<file path="config.mk">
export PLATFORM = sky130hd
export DESIGN_NAME = bcb_ctrl
export DESIGN_NICKNAME = d
export VERILOG_FILES = /design/src/design/bcb_pkg.sv /design/src/design/bcb_ctrl.sv
export SDC_FILE = /design/constraint.sdc
export NUM_CORES = 1
export LEC_CHECK = 0
export BUFFER_PORTS_ARGS = -buffer_cell sky130_fd_sc_hd__buf_4
export CAP_MARGIN = 0
export CORE_AREA = 2 2 39 41
export DETAILED_ROUTE_END_ITERATION = 7
export DIE_AREA = 0 0 41 43
export SLEW_MARGIN = 20
export SYNTH_ARGS = -nofsm -noshare
export SYNTH_HDL_FRONTEND = slang
export SYNTH_SLANG_ARGS = --single-unit
</file>
<file path="constraint.sdc">
create_clock -name clock -period 2.74 [get_ports clock]
set_input_delay 0.685 -clock clock [delete_from_list [all_inputs] [get_ports clock]]
set_output_delay 0.685 -clock clock [all_outputs]
set_load 0.1 [all_outputs]
</file>
<file path="src/design/bcb_pkg.sv">
// Shared types and constants for the bipartite check block.
package bcb_pkg;

   // Field widths fixed by the request and result formats
   localparam int NODE_FIELD_W = 10;
   localparam int NODE_COUNT_W = 11;
   localparam logic [NODE_COUNT_W-1:0] NODE_COUNT_RESET = 11'd1024;

   // Error codes
   localparam logic [1:0] ERR_NONE     = 2'd0;
   localparam logic [1:0] ERR_OVERFLOW = 2'd1;
   localparam logic [1:0] ERR_RANGE    = 2'd2;
   localparam logic [1:0] ERR_ORDER    = 2'd3;

   // Node colors
   localparam logic [1:0] COLOR_NONE = 2'd0;
   localparam logic [1:0] COLOR_RED  = 2'd1;
   localparam logic [1:0] COLOR_BLUE = 2'd2;

   typedef struct packed {
      logic [NODE_FIELD_W-1:0] source_node;
      logic [NODE_FIELD_W-1:0] neighbor_node;
      logic                    edge_valid;
      logic                    last;
   } req_type;

   typedef struct packed {
      logic       is_bipartite;
      logic [1:0] error_code;
   } rsp_type;

   typedef enum logic [3:0] {
      S_CLEAR,
      S_IDLE,
      S_CHECK,
      S_SCAN_RD,
      S_SCAN_CHK,
      S_POP,
      S_ROW_RD,
      S_ROW_CHK,
      S_EDGE_RD,
      S_COLOR_RD,
      S_COLOR_CHK,
      S_RESULT
   } state_type;

   typedef enum logic [3:0] {
      OP_CLEAR,
      OP_IDLE,
      OP_CHECK,
      OP_SCAN_RD,
      OP_SCAN_CHK,
      OP_POP,
      OP_ROW_RD,
      OP_ROW_CHK,
      OP_EDGE_RD,
      OP_COLOR_RD,
      OP_COLOR_CHK,
      OP_RESULT
   } op_type;

   typedef struct packed {
      op_type op;
      logic   accept;
   } cmd_type;

   typedef struct packed {
      logic clear_done;
      logic pre_fail;
      logic scan_done;
      logic uncolored;
      logic queue_empty;
      logic row_empty;
      logic conflict;
      logic edge_last;
   } stat_type;

endpackage

</file>
<file path="src/design/bcb_ctrl.sv">
// Controller state machine that sequences load, check, walk and clear.
module bcb_ctrl import bcb_pkg::*; (
   input  logic     clock,
   input  logic     reset,
   input  logic     start,
   input  logic     req_last,
   input  stat_type stat,
   output cmd_type  cmd,
   output logic     busy,
   output logic     rsp_valid
);

   state_type state_ff, state_in;

   // State register
   always_ff @(posedge clock) begin
      if (reset) begin
         state_ff <= S_CLEAR;
      end else begin
         state_ff <= state_in;
      end
   end

   // Next state and commands
   always_comb begin
      state_in   = state_ff;
      cmd.op     = OP_IDLE;
      cmd.accept = 1'b0;
      busy       = 1'b1;
      rsp_valid  = 1'b0;
      case (state_ff)
         S_CLEAR: begin
            cmd.op = OP_CLEAR;
            if (stat.clear_done) begin
               state_in = S_IDLE;
            end
         end
         S_IDLE: begin
            busy       = 1'b0;
            cmd.accept = start;
            if (start && req_last) begin
               state_in = S_CHECK;
            end
         end
         S_CHECK: begin
            cmd.op   = OP_CHECK;
            state_in = stat.pre_fail ? S_RESULT : S_SCAN_RD;
         end
         S_SCAN_RD: begin
            cmd.op   = OP_SCAN_RD;
            state_in = stat.scan_done ? S_RESULT : S_SCAN_CHK;
         end
         S_SCAN_CHK: begin
            cmd.op   = OP_SCAN_CHK;
            state_in = stat.uncolored ? S_POP : S_SCAN_RD;
         end
         S_POP: begin
            cmd.op   = OP_POP;
            state_in = stat.queue_empty ? S_SCAN_RD : S_ROW_RD;
         end
         S_ROW_RD: begin
            cmd.op   = OP_ROW_RD;
            state_in = S_ROW_CHK;
         end
         S_ROW_CHK: begin
            cmd.op   = OP_ROW_CHK;
            state_in = stat.row_empty ? S_POP : S_EDGE_RD;
         end
         S_EDGE_RD: begin
            cmd.op   = OP_EDGE_RD;
            state_in = S_COLOR_RD;
         end
         S_COLOR_RD: begin
            cmd.op   = OP_COLOR_RD;
            state_in = S_COLOR_CHK;
         end
         S_COLOR_CHK: begin
            cmd.op = OP_COLOR_CHK;
            if (stat.conflict) begin
               state_in = S_RESULT;
            end else if (stat.edge_last) begin
               state_in = S_POP;
            end else begin
               state_in = S_EDGE_RD;
            end
         end
         S_RESULT: begin
            cmd.op    = OP_RESULT;
            rsp_valid = 1'b1;
            state_in  = S_CLEAR;
         end
         default: begin
            state_in = S_CLEAR;
         end
      endcase
   end

endmodule

</file>
==> results of run 1 <==
## cell usage after synthesis, drive strengths merged, types with 2 or more instances
library cell  instances
nor3b                 2
a21o                  2
inv                   2
dfxtp                 4
a21oi                 4
nor3                  2
a31oi                 2
nand2                 4
nand2b                5
nor2                  6
buf                   5
nor2b                 2
o21ai                 7
and3                  2
## cell type report
| cell class | instances | area (µm²) |
|---|---|---|
| Tap cell | 16 | 20.02 |
| Timing Repair Buffer | 18 | 135.1 |
| Fill cell | 159 | 813.3 |
| Multi-Input combinational cell | 48 | 305.3 |
| Clock buffer | 3 | 22.52 |
| Inverter | 2 | 7.507 |
| Sequential cell | 4 | 80.08 |
## layer usage
metal,share of wire,up-vias
li1,-,248
met1,0.46,211
met2,0.48,12
met3,0.059,0
met4,0,0
met5,0,-
## through the flow
step                      hold slack [ps]  worst slack [ps]
after floorplan                     655.5             30.68
after global placement              706.0             769.3
after detailed placement            722.5             772.1
after CTS                           716.6             514.4
after global routing                721.1             458.2
final                               724.6             534.7
## cell families (layout without fill, tap and decap cells)
kind of cell / after synthesis / in the layout / synth area share
AOI/OAI and AO/OA: 22 / 22 / 0.3596
DFF: 4 / 4 / 0.1871
and+or+nand+nor: 26 / 26 / 0.3450
buffers and inverters: 7 / 23 / 0.1082
## power groups by stage
stage | clock [mW] | sequential (mW) | combinational, mW
3_5_place_dp | 0 | 0.0830 | 0.144
5_1_grt | 0.0769 | 0.0842 | 0.152
2_1_floorplan | 0 | 0.0672 | 0.131
4_1_cts | 0.0733 | 0.0820 | 0.144
6_report | 0.0696 | 0.0823 | 0.143
3_3_place_gp | 0 | 0.0823 | 0.144
## worst reg2reg max path: stages (launching register included)
cell and delay (ps):
dfxtp_1 670, nor2_1 130, a221oi_2 300, o21ai_2 130, nor3_2 180
## worst paths after layout
check	from	to	slack, ps	cells after the start
worst max-delay path	state_ff[1]$_SDFFE_PP0P_	cmd[0]	530	3
worst max register to register	state_ff[0]$_SDFFE_PP0P_	state_ff[1]$_SDFFE_PP0P_	1270	4
worst min register to register	state_ff[1]$_SDFFE_PP0P_	state_ff[2]$_SDFFE_PP0P_	730	2
worst min-delay path	reset	state_ff[0]$_SDFFE_PP0P_	720	3
==> impl_metrics.ini, run 1 <==
[sta]
rsz0062_at_grt = no
max_freq_mhz = 453.5
slew_headroom = 0.6209
hold_viol_final = 0
min_period_over_period = 0.8048
clock_skew_ps = 0.5191
setup_tns_ps = 0
setup_viol = 0
worst_pin_slew_ps = 567.9
finalMaxSlewViolations = 0
min_period_ps = 2205

[final_layout]
mostFrequentLayoutCell = buf_4
finalNonFillerCells = 91
design_area_um2 = 570.5
nets = 89
area_growth_pct = 33.33
largest_reg_flops = 4
antennaDiodeCount = 0
top_register = state_ff
drive_gt1_frac = 0.4000
largestRegisters = state_ff: 4 flops
mostFrequentLayoutCells = buf_4 (18), nor2_1 (6), o21ai_0 (5), nand2b_1 (5)
final_util = 0.4123

[route]
vias = 471
wirelength_um = 1030
first_iter_violations = 12
drc = 0
drtAntennaViolNets = 0
first_pass_iters = 4
wl_per_cell_um = 11.32
via_per_inst = 5.176

[yosys]
synthesis.nets = 71
synth_top_area_share = 0.1871
ys_warn_count = 0
yosys_register_bits = 4
synth_seq_area_share = 0.1871
synthArstFlopShare = 0
syn_inst = 59
yosys.area.top_type = dfxtp_1
synth_edf_count = 0
avgSynthCellArea_um2 = 7.253
yosysUniqueCellTypes = 29
synthFlopType = dfxtp_1
synth.cell_area_um2 = 427.9
synth_area_leaders = dfxtp_1 (19%), nand2b_1 (7.3%), o21ai_0 (5.8%)

[cts]
cts_tree = done
cts_hold_buf = 0
clk_pin_slew_worst_paths_ps = 30
cts_max_path_buffers = 2
postCtsSetupRepairBufs = 0
clock-root-buffer = clkbuf_4
clock-sinks = 4
numCtsBuffers = 3
clock_latency_ps = 230
htreeDepth = 1
cts_resized = 0

[placed_design]
dp_hpwl_um = 781.7
gp_congestion = 0.8432
dp_cells = 88
port-buffer-count = 18
placed_cell_area_um2 = 548.0

[pwr]
switching_share = 0.4585
pwr-share-seq = 0.279
ir_worst_vdd_mv = 0.2562
power.share.clock = 0.236
leakagePower_nw = 0.2562
power_frac_comb = 0.484
power_mw = 0.2946
power_switching_mw = 0.1351
internal_power_mw = 0.1595
powerDensity_mw_per_mm2 = 516.4

[global_routing]
grt_util_met1 = 0.2186
grt_pass1_vias = 423
antenna_found_initial = 0
grt_remaining_overflow = 0
use_met3 = 0.03665
grt_pass1_wl_um = 1780
grt_max_degree = 20
use_met2 = 0.1844
busiest_layer = met1
grt_usage = 0.1446

[setup_path]
max_stage_delay_ps = 430
path_max_fanout = 14
endpoint_kind = primary output
crit_buf_inv = 1
slowest_stage = dfxtp_1
critPathLaunchType = flip-flop
worstPathArrival_ps = 1520
worstSetupPathType = flip-flop to primary output
crit_family = simple AND/OR/NAND/NOR gates
required_ps = 2060
path_cells = nor3_1 -> and3_1 -> buf_4

[die]
die_y_um = 43
dieArea_mm2 = 0.001763
die_x_um = 41
initial_utilization = 0.3092
core_area_mm2 = 0.001384
placementRows = 14
ios = 19

[flow_run]
drv_cap = 0

[status]
status = complete, no violations

[worst_hold_path]
hp-class = input port to flip-flop
(Power assumes the default switching activity.)
==> run 2, diff against run 1 <==
==> constraint.sdc (replaced) <==
create_clock -name clock -period 1.8 [get_ports clock]
set_input_delay 0.45 -clock clock [delete_from_list [all_inputs] [get_ports clock]]
set_output_delay 0.45 -clock clock [all_outputs]
set_load 0.1 [all_outputs]
==> impl_metrics.ini, run 2 (synthesis results as in run 1) <==
[sta]
fin_ws_ps = 59.66
slew_headroom = 0.8102
min_period_over_period = 0.9669
worst_pin_slew_ps = 284.6
timing.hold.ws_ps = 467.9
max_freq_mhz = 574.6
rsz0062_at_grt = no
min_period_ps = 1740
hold_viol_final = 0
setup_viol = 0
finalMaxSlewViolations = 0
clock_skew_ps = 12.38

[route]
wl_per_cell_um = 12.25
vias = 502
via_per_inst = 5.229
wirelength_um = 1176
first_pass_iters = 4
drc = 0
first_iter_violations = 2
drtAntennaViolNets = 0

[final_layout]
antennaDiodeCount = 0
largest_reg_flops = 4
design_area_um2 = 645.6
nets = 94
final_util = 0.4665
mostFrequentLayoutCells = buf_4 (21), nor2_1 (5), o21ai_0 (5), nand2b_1 (5)
top_register = state_ff
largestRegisters = state_ff: 4 flops
fill_cells = 138
drive_gt1_frac = 0.5125
mostFrequentLayoutCell = buf_4
area_growth_pct = 50.88

[pwr]
leakagePower_nw = 0.2844
powerDensity_mw_per_mm2 = 761.5
ir_worst_vdd_mv = 0.3450
power_mw = 0.4917

[global_routing]
grt_pass1_wl_um = 1883
use_met2 = 0.2344
use_met3 = 0.01571
grt_max_degree = 15
antenna_found_initial = 0
busiest_layer = met2
grt_remaining_overflow = 0
grt_util_met1 = 0.2026
grt_pass1_vias = 458
grt_usage = 0.1596

[die]
ios = 19
die_y_um = 43
placementRows = 14
core_area_mm2 = 0.001384
die_x_um = 41
dieArea_mm2 = 0.001763
initial_utilization = 0.3092

[setup_path]
r2r-start = state_ff[1]$_SDFFE_PP0P_
r2r_setup_slack_ps = 400
required_ps = 1350
critPathLaunchType = flip-flop
path_max_fanout = 14
worstSetupPathType = flip-flop to primary output
worstSetupStartpoint = state_ff[2]$_SDFFE_PP0P_
worstPathArrival_ps = 1290
endpoint_kind = primary output

[cts]
clock_latency_ps = 250
cts_resized = 1
clock-sinks = 4
numCtsBuffers = 3
cts_hold_buf = 0
clk_pin_slew_worst_paths_ps = 50
cts_tree = done
cts_max_path_buffers = 2
postCtsSetupRepairBufs = 0
htreeDepth = 1
clock-root-buffer = clkbuf_4

[placed_design]
gp_congestion = 0.7175
placed_cell_area_um2 = 606.8
dp_slack_ps = 250.6
dp_hpwl_um = 897.9
port-buffer-count = 18

[worst_hold_path]
hp-class = input port to flip-flop
min-delay-start = reset

[flow_run]
drv_cap = 0

[status]
status = complete, no violations
-- run 2: path summary, 6_finish.rpt --
path	end	cells past startpoint
worst max-delay path	rsp_valid	4
worst min-delay path	state_ff[0]$_SDFFE_PP0P_	3
worst max register to register	state_ff[2]$_SDFFE_PP0P_	5
worst min register to register	state_ff[3]$_SDFFE_PP0P_	3
-- run 2: worst max-delay path, stage by stage (launching register included) --
cell,delay (ps)
dfxtp_2,310
buf_4,180
nor2b_4,150
and3_4,190
buf_6,220
-- run 2: where the power goes --
| group | switching, mW | internal, mW | total [mW] |
|---|---|---|---|
| sequential | 0.00787 | 0.0967 | 0.105 |
| clock | 0.0442 | 0.0751 | 0.119 |
| combinational | 0.174 | 0.0939 | 0.268 |
| total | 0.226 | 0.266 | 0.492 |
-- run 2: stage by stage --
stage | std cells | TNS, ps
detailed placement | 93 | 0
global placement | 93 | 0
floorplan | 59 | -203.5
finish | 96 | 0
CTS | 96 | 0
global route | 96 | 0
-- run 2: layout make-up --
class                   count  area [µm²]  share of cell area
clock buffers               3       22.52             0.03488
inverters                   2       7.507             0.01163
multi-input cells          48       324.1              0.5019
flip-flops and latches      4       82.58              0.1279
well taps                  16       20.02             0.03101
repair buffers             23       188.9              0.2926
-- run 2: metal layers --
layer | vias up | share of wire | wire (µm)
met5 | - | 0 | 0
met4 | 0 | 0.010 | 12
met3 | 2 | 0.047 | 55
met2 | 12 | 0.51 | 603
met1 | 232 | 0.43 | 505
li1 | 256 | - | -
==> run 3, diff against run 2 <==
==> constraint.sdc (replaced) <==
create_clock -name clock -period 1.7 [get_ports clock]
set_input_delay 0.425 -clock clock [delete_from_list [all_inputs] [get_ports clock]]
set_output_delay 0.425 -clock clock [all_outputs]
set_load 0.1 [all_outputs]
==> impl_metrics.ini, run 3 (synthesis results as in run 1) <==
[global_routing]
grt_max_degree = 14
antenna_found_initial = 0
grt_pass1_wl_um = 1911
grt_pass1_vias = 486
grt_remaining_overflow = 0
grt_usage = 0.1581

[sta]
setup_viol = 0
fin_ws_ps = 47.43
min_period_over_period = 0.9721
finalMaxSlewViolations = 0
clock_skew_ps = 6.684
worst_pin_slew_ps = 345.6
min_period_ps = 1653
timing.hold.ws_ps = 441.3
max_freq_mhz = 605.1
hold_viol_final = 0
slew_headroom = 0.7693

[die]
initial_utilization = 0.3092
die_x_um = 41
core_area_mm2 = 0.001384
die_y_um = 43
dieArea_mm2 = 0.001763
ios = 19
placementRows = 14

[cts]
cts_max_path_buffers = 2
cts_tree = done
clock_latency_ps = 240
htreeDepth = 1
cts_hold_buf = 0
clock-root-buffer = clkbuf_4
clk_pin_slew_worst_paths_ps = 40
numCtsBuffers = 3
clock-sinks = 4

[final_layout]
antennaDiodeCount = 0
fill_cells = 146
mostFrequentLayoutCells = buf_4 (19), nor2_1 (5), o21ai_0 (5), nand2b_1 (5)
top_register = state_ff
area_growth_pct = 63.45
seq_area_um2 = 82.58
largestRegisters = state_ff: 4 flops
nets = 96
largest_reg_flops = 4
design_area_um2 = 699.4
drive_gt1_frac = 0.5366
mostFrequentLayoutCell = buf_4
multi_input_area_um2 = 335.3

[placed_design]
port-buffer-count = 18
gp_congestion = 0.7136
dp_slack_ps = 115.8
placed_cell_area_um2 = 614.3
dp_hpwl_um = 916.6

[pwr]
leakagePower_nw = 0.3061
powerDensity_mw_per_mm2 = 758.8
power.share.clock = 0.222
power_switching_mw = 0.2375
pwr-share-seq = 0.221
switching_share = 0.4476
power_frac_comb = 0.557
internal_power_mw = 0.2932
ir_worst_vdd_mv = 0.5089

[route]
wl_per_cell_um = 12.59
first_pass_iters = 4
via_per_inst = 5.214
wirelength_um = 1234
first_iter_violations = 8
vias = 511
drtAntennaViolNets = 0
drc = 0

[setup_path]
worstSetupPathType = flip-flop to primary output
endpoint_kind = primary output
critPathLaunchType = flip-flop
worstPathArrival_ps = 1230
path_max_fanout = 10
r2r_setup_slack_ps = 310
required_ps = 1270

[status]
status = complete, no violations

[flow_run]
drv_cap = 0

[worst_hold_path]
hp-class = input port to flip-flop
==> run 3: cell types whose count changed in the layout (fill, tap and decap cells not counted), sizes merged <==
cell,before,now
buf,23,25
==> run 3: per-layer routing <==
layer / GRT usage / vias up / wire [µm]
met2: 0.2469 / 12 / 630
met5: 0 / - / 0
met4: 0.02000 / 0 / 0
li1: - / 259 / -
met1: 0.1948 / 240 / 549
met3: 0.07853 / 0 / 53
==> run 3: power groups by stage <==
stage / clock network, mW / logic (mW) / registers [mW]
3_5_place_dp: 0 / 0.275 / 0.115
3_3_place_gp: 0 / 0.274 / 0.116
4_1_cts: 0.122 / 0.279 / 0.115
6_report: 0.118 / 0.296 / 0.117
2_1_floorplan: 0 / 0.217 / 0.109
5_1_grt: 0.131 / 0.314 / 0.119
==> run 3: per-stage QoR <==
step	util	power [mW]	setup TNS, ps	instances
after floorplan	-	0.3262	-414.1	59
after global placement	0.4439	0.3900	0	94
after detailed placement	0.4439	0.3901	0	94
after CTS	0.4693	0.5156	0	97
after global routing	0.5054	0.5638	-12.06	98
final	0.5054	0.5307	0	98
==> run 3: cell type report <==
cell class	instances	area share
multi-input cells	48	0.4794
well taps	16	0.02862
inverters	2	0.01073
clock buffers	3	0.03220
repair buffers	25	0.3309
flip-flops and latches	4	0.1181
==> run 3: worst paths after layout <==
check | startpoint | to | cells after the start
min | reset | state_ff[0]$_SDFFE_PP0P_ | 3
max | state_ff[0]$_SDFFE_PP0P_ | cmd[0] | 2
min reg2reg | state_ff[3]$_SDFFE_PP0P_ | state_ff[3]$_SDFFE_PP0P_ | 3
max reg2reg | state_ff[1]$_SDFFE_PP0P_ | state_ff[1]$_SDFFE_PP0P_ | 5
==> run 3: worst max-delay path, cell delays in order (launching register included) <==
cell     delay, ps
dfxtp_1        520
and3_2         270
buf_8          200
==> run 3: what timing repair did <==
action | in CTS | in global routing
pin swaps | 0 | 0
setup endpoints to repair | 2 | 4
setup buffers | 0 | 1
gates resized for setup | 3 | 10
